$ cat config.mk
export PLATFORM = sky130hd
export DESIGN_NAME = stq_ctrl
export DESIGN_NICKNAME = d
export VERILOG_FILES = /design/src/rtl/stq_pkg.sv /design/src/rtl/stq_ctrl.sv
export SDC_FILE = /design/constraint.sdc
export NUM_CORES = 1
export LEC_CHECK = 0
export BUFFER_PORTS_ARGS = -buffer_cell sky130_fd_sc_hd__clkbuf_2
export CELL_PAD_IN_SITES_DETAIL_PLACEMENT = 0
export CELL_PAD_IN_SITES_GLOBAL_PLACEMENT = 2
export CORE_MARGIN = 5
export CORE_UTILIZATION = 29
export CTS_BUF_LIST = sky130_fd_sc_hd__clkbuf_8
export DETAILED_ROUTE_END_ITERATION = 7
export GPL_ROUTABILITY_DRIVEN = 0
export PLACE_DENSITY_LB_ADDON = 0.08
export SYNTH_ARGS = -nofsm -noshare
export SYNTH_HDL_FRONTEND = slang
export SYNTH_SLANG_ARGS = --single-unit
$ cat constraint.sdc
create_clock -name i_clk -period 2.9 [get_ports i_clk]
set_input_delay 0.435 -clock i_clk [delete_from_list [all_inputs] [get_ports i_clk]]
set_output_delay 0.435 -clock i_clk [all_outputs]
set_load 0.05 [all_outputs]
$ cat src/rtl/stq_pkg.sv
// Shared types and constants of the sorted timer queue.
`timescale 1ns / 1ps

package stq_pkg;

    // Item commands
    localparam logic CMD_INSERT = 1'b0;
    localparam logic CMD_TAKE   = 1'b1;

    // Result status codes
    typedef enum logic [1:0] {
        ST_DONE  = 2'd0,
        ST_FULL  = 2'd1,
        ST_EMPTY = 2'd2
    } t_status;

    // One table entry as stored in the memory
    typedef struct packed {
        logic [31:0] start;
        logic [31:0] timeout;
        logic [7:0]  owner;
    } t_entry;

    localparam int ENTRY_W = $bits(t_entry);

    // Controller to datapath commands
    typedef struct packed {
        logic latch;      // capture the accepted item
        logic res_full;   // stage a table-full result
        logic res_empty;  // stage an empty-queue result
        logic cmp_rd;     // compaction: first read
        logic cmp_mv;     // compaction: write one entry down, read next
        logic cmp_fin;    // compaction: rebase head and end
        logic shf_start;  // shift: load pointer from end, read end-1
        logic shf_mv;     // shift: move one entry up, read next lower
        logic ins_wr;     // write the new entry at the pointer
        logic take_rd;    // read the head entry
        logic take_out;   // stage the head entry and advance head
        logic out_load;   // move staged result into the output register
    } t_dp_cmd;

    // Datapath to controller status
    typedef struct packed {
        logic end_full;     // end index at capacity
        logic head_big;     // more than one entry consumed
        logic queue_empty;  // head equals end
        logic cmp_done;     // nothing left to compact
        logic cmp_last;     // entry being moved is the last live one
        logic key_less;     // entry read has a later timeout than the key
        logic shf_last;     // entry being moved is the head entry
        logic out_free;     // output register can take a result
    } t_dp_status;

endpackage

$ cat src/rtl/stq_ctrl.sv
// Controller state machine of the sorted timer queue.
`timescale 1ns / 1ps

module stq_ctrl (
    input  logic                i_clk,
    input  logic                i_rst_n,
    input  logic                i_in_valid,
    input  logic                i_cmd,
    input  stq_pkg::t_dp_status i_stat,
    output logic                o_in_ready,
    output stq_pkg::t_dp_cmd    o_cmd
);
    import stq_pkg::*;

    typedef enum logic [8:0] {
        S_IDLE    = 9'b000000001,
        S_CMP_RD  = 9'b000000010,
        S_CMP_MV  = 9'b000000100,
        S_SHF_RD  = 9'b000001000,
        S_SHF_MV  = 9'b000010000,
        S_INS_WR  = 9'b000100000,
        S_TAKE    = 9'b001000000,
        S_TAKE_WT = 9'b010000000,
        S_DONE    = 9'b100000000
    } t_state;

    t_state r_state, n_state;

    // Next state and datapath commands
    always_comb begin
        n_state    = r_state;
        o_cmd      = '0;
        o_in_ready = 1'b0;
        unique case (r_state)
            S_IDLE: begin
                o_in_ready = 1'b1;
                if (i_in_valid) begin
                    o_cmd.latch = 1'b1;
                    if (i_cmd == CMD_TAKE) begin
                        n_state = S_TAKE;
                    end else if (i_stat.end_full) begin
                        if (i_stat.head_big) begin
                            n_state = S_CMP_RD;
                        end else begin
                            o_cmd.res_full = 1'b1;
                            n_state        = S_DONE;
                        end
                    end else begin
                        n_state = S_SHF_RD;
                    end
                end
            end
            S_CMP_RD: begin
                if (i_stat.cmp_done) begin
                    o_cmd.cmp_fin = 1'b1;
                    n_state       = S_SHF_RD;
                end else begin
                    o_cmd.cmp_rd = 1'b1;
                    n_state      = S_CMP_MV;
                end
            end
            S_CMP_MV: begin
                o_cmd.cmp_mv = 1'b1;
                if (i_stat.cmp_last) begin
                    o_cmd.cmp_fin = 1'b1;
                    n_state       = S_SHF_RD;
                end
            end
            S_SHF_RD: begin
                o_cmd.shf_start = 1'b1;
                n_state = i_stat.queue_empty ? S_INS_WR : S_SHF_MV;
            end
            S_SHF_MV: begin
                // Walk down while entries sort after the new key
                if (i_stat.key_less) begin
                    o_cmd.shf_mv = 1'b1;
                    if (i_stat.shf_last) begin
                        n_state = S_INS_WR;
                    end
                end else begin
                    n_state = S_INS_WR;
                end
            end
            S_INS_WR: begin
                o_cmd.ins_wr = 1'b1;
                n_state      = S_DONE;
            end
            S_TAKE: begin
                if (i_stat.queue_empty) begin
                    o_cmd.res_empty = 1'b1;
                    n_state         = S_DONE;
                end else begin
                    o_cmd.take_rd = 1'b1;
                    n_state       = S_TAKE_WT;
                end
            end
            S_TAKE_WT: begin
                o_cmd.take_out = 1'b1;
                n_state        = S_DONE;
            end
            S_DONE: begin
                if (i_stat.out_free) begin
                    o_cmd.out_load = 1'b1;
                    n_state        = S_IDLE;
                end
            end
            default: begin
                n_state = S_IDLE;
            end
        endcase
    end

    // State register
    always_ff @(posedge i_clk) begin
        if (!i_rst_n) begin
            r_state <= S_IDLE;
        end else begin
            r_state <= n_state;
        end
    end

endmodule

==> metrics.txt <==
run status completed; largest cells by area after synthesis dfxtp_1, inv_1, nor2_1, nand4_1, nor4b_1; Die Width 59.7 um; Comb pwr share 30.2%; via count of the routed design 743; Worst Path Arrival 1.93 ns; Tmin final 2.36 ns; max reg flops 9; dpl cells 143; crit path max fanout 8; First-pass DRT Iterations 4; initial antenna violation count 0; synth-to-layout area growth 25.3%; Yosys top cell by area dfxtp_1; CTS tree built; Final Power 403 uW; synthesized area 716 sq um; Initial Util 29.7%; first-pass GRT wire length 3.39 mm; # IOs 25; crit start category flip-flop; Clock Latency Late Sink 0.23 ns; number of synthesized flops with an enable pin 0; port buffer count 24; total of max-cap violations 0; Setup Total Neg Slack 0 ns; total of fill cells in the finished design 262; Crit. End Element output pin; CP bufs+invs 1; asr flop ratio synth 0%; mean post-synth cell area 7.61 sq um; Placement Rows 18; Reg with most FFs r_state; syn_nets 106; Place WS 0.773 ns; register area share after synthesis 25.2%; Setup violations, final 0; Hold Vio Cnt, Final 0; Via density 5.05; 1st-iter DRT viols 17; final instance area 897 sq um; top flop regs r_state (9); Synth Area in Compound Gates 15.0%; Hold Buf Count CTS 0; CTS Buffer Depth 2; Yosys top cell area share 25.2%; largest net degree at the start of global routing 11; proportion of synthesized area in mux cells 0%; Root Buffer clkbuf_8; WHS Endpoint r_state[7]; sequential power share 34.8%; FF-to-FF Start r_state[5]; static leakage 0.436 nW; GR Overflow Total 0; Worst-path clk slew 0.04 ns; CTS buffer count 3; Synth top cells by count inv_1, nor2_1, dfxtp_1, nand4_1, nand2_1; CP max stage cell nor4_4; Max-slew headroom 61.7%; CP cell instances nor4_4 > nand4_1 > or2_1 > o21ai_1 > clkbuf_2; All-Layer GR Usage 12.6%; Final Max Tran Viols 0; post-cts sizing count 0; Main synth FF type dfxtp_1; DR WL/cell 13.2 um; Post-Synth Adder-Cell Area 0%; synth warn 0; setup ws final 0.536 ns; DP Area 852 sq um; crit-path leading delay family simple AND/OR/NAND/NOR gates; non-filler cells, final 147; Chip Height 59.7 um; fin crit share 81.5%; hpwl dp 1.55 mm; Routed Antenna Nets 0; Syn Inst Count 94; number of global-route vias before repair 738; ant diodes 0; number of H-tree levels 1; Worst VDD drop 308 uV; largest family of logic cells by synthesized area simple AND/OR/NAND/NOR gates; PwrDens 449 mW/mm^2; Post-Synth Simple-Gate Area 46.0%; Netlist cell types 41; total die area 0.00356 sq mm; drt drc 0; Reg2Reg Capture Point r_state[1]; cells on worst reg2reg path 4; Int Pwr 262 uW; postcts setup bufs 0; Clock Skews 0.000509 ns; fmax 423 MHz; RSZ-0062 raised after global routing false; Slew @ Worst Pin 0.571 ns; internal reg-to-reg setup slack 1.16 ns; Net Switching 140 uW; Post-layout nets 130; Min-Delay Path Depth 2; clk sinks 9; critical path class reg -> out; worst hold-check path type in -> reg; Core Footprint 0.00241 sq mm; max incr delay on CP 0.51 ns; Critical Path Start r_state[5]; switching share of power 34.8%; ratio of cells with drive above 1 in the final layout 30.8%; Synth Area in XOR/XNOR 3.67%; Synth Register Bits 9; Clock Power Share 35.0%; DRT Wirelength 1.94 mm; required time worst endpoint 2.47 ns; Hold Startpoint i_stat[5]
through the flow:
| stage | utilization (%) | hold slack (ns) |
|---|---|---|
| global route | 37.2 | 0.438 |
| global placement | 35.4 | 0.673 |
| floorplan | - | 0.513 |
| detailed placement | 35.4 | 0.676 |
| finish | 37.2 | 0.439 |
| CTS | 37.2 | 0.438 |
layout by cell type (no fill, tap or decap), types with 2 or more instances in the layout:
cell,n
dfxtp_1,9
and3_1,2
or4b_1,2
nand4_1,6
nor3_1,2
clkbuf_8,3
nand3_1,2
xor2_1,2
nand2_1,5
a21oi_1,3
nor3_2,2
clkbuf_2,24
nor2b_1,3
nor3b_1,2
nor2_1,11
inv_1,12
nor4b_1,3
worst reg2reg max path: stages (launching register included):
cell and delay (ns):
dfxtp_1 0.40, nor4_4 0.51, nand4_2 0.27, o2111ai_2 0.35
nor3_1 0.09
how the worst max path moves through the flow:
| stage | slack, ns | endpoint | cells past startpoint |
|---|---|---|---|
| after floorplan | 0.50 | o_cmd[2] | 4 |
| after global placement | 0.82 | o_cmd[6] | 5 |
| after detailed placement | 0.77 | o_cmd[6] | 5 |
| after CTS | 0.52 | o_cmd[6] | 5 |
| after global routing | 0.32 | o_cmd[6] | 5 |
| final | 0.54 | o_cmd[6] | 5 |
kinds of logic after synthesis:
family	count (synthesis)
compound gates	14
buf+inv	17
simple gates	51
xor+xnor	3
flops	9
final cells by class:
type                    instances  area, sq um  share of cell area [%]
inverters                      12         45.0                    5.02
multi-input cells              68          469                    52.3
clock buffers                   3         41.3                    4.60
repair buffers                 24          120                    13.4
clock inverters                 1         3.75                   0.418
well taps                      30         37.5                    4.18
flip-flops and latches          9          180                    20.1
power groups by stage:
| stage | Clock (mW) | Sequential [mW] | Combinational [mW] |
|---|---|---|---|
| 6_report | 0.141 | 0.140 | 0.121 |
| 5_1_grt | 0.152 | 0.141 | 0.134 |
| 4_1_cts | 0.145 | 0.140 | 0.122 |
| 3_5_place_dp | 0 | 0.142 | 0.122 |
| 3_3_place_gp | 0 | 0.142 | 0.123 |
| 2_1_floorplan | 0 | 0.138 | 0.0912 |
metal layers:
| metal | global-route usage (%) | vias to the layer above | routed length, um |
|---|---|---|---|
| met1 | 18.0 | 329 | 976 |
| met4 | 4.75 | 0 | 26 |
| met5 | 0 | - | 0 |
| met3 | 3.24 | 4 | 100 |
| li1 | - | 389 | - |
| met2 | 18.1 | 21 | 840 |
No activity file was read; power rests on OpenSTA's default activity.
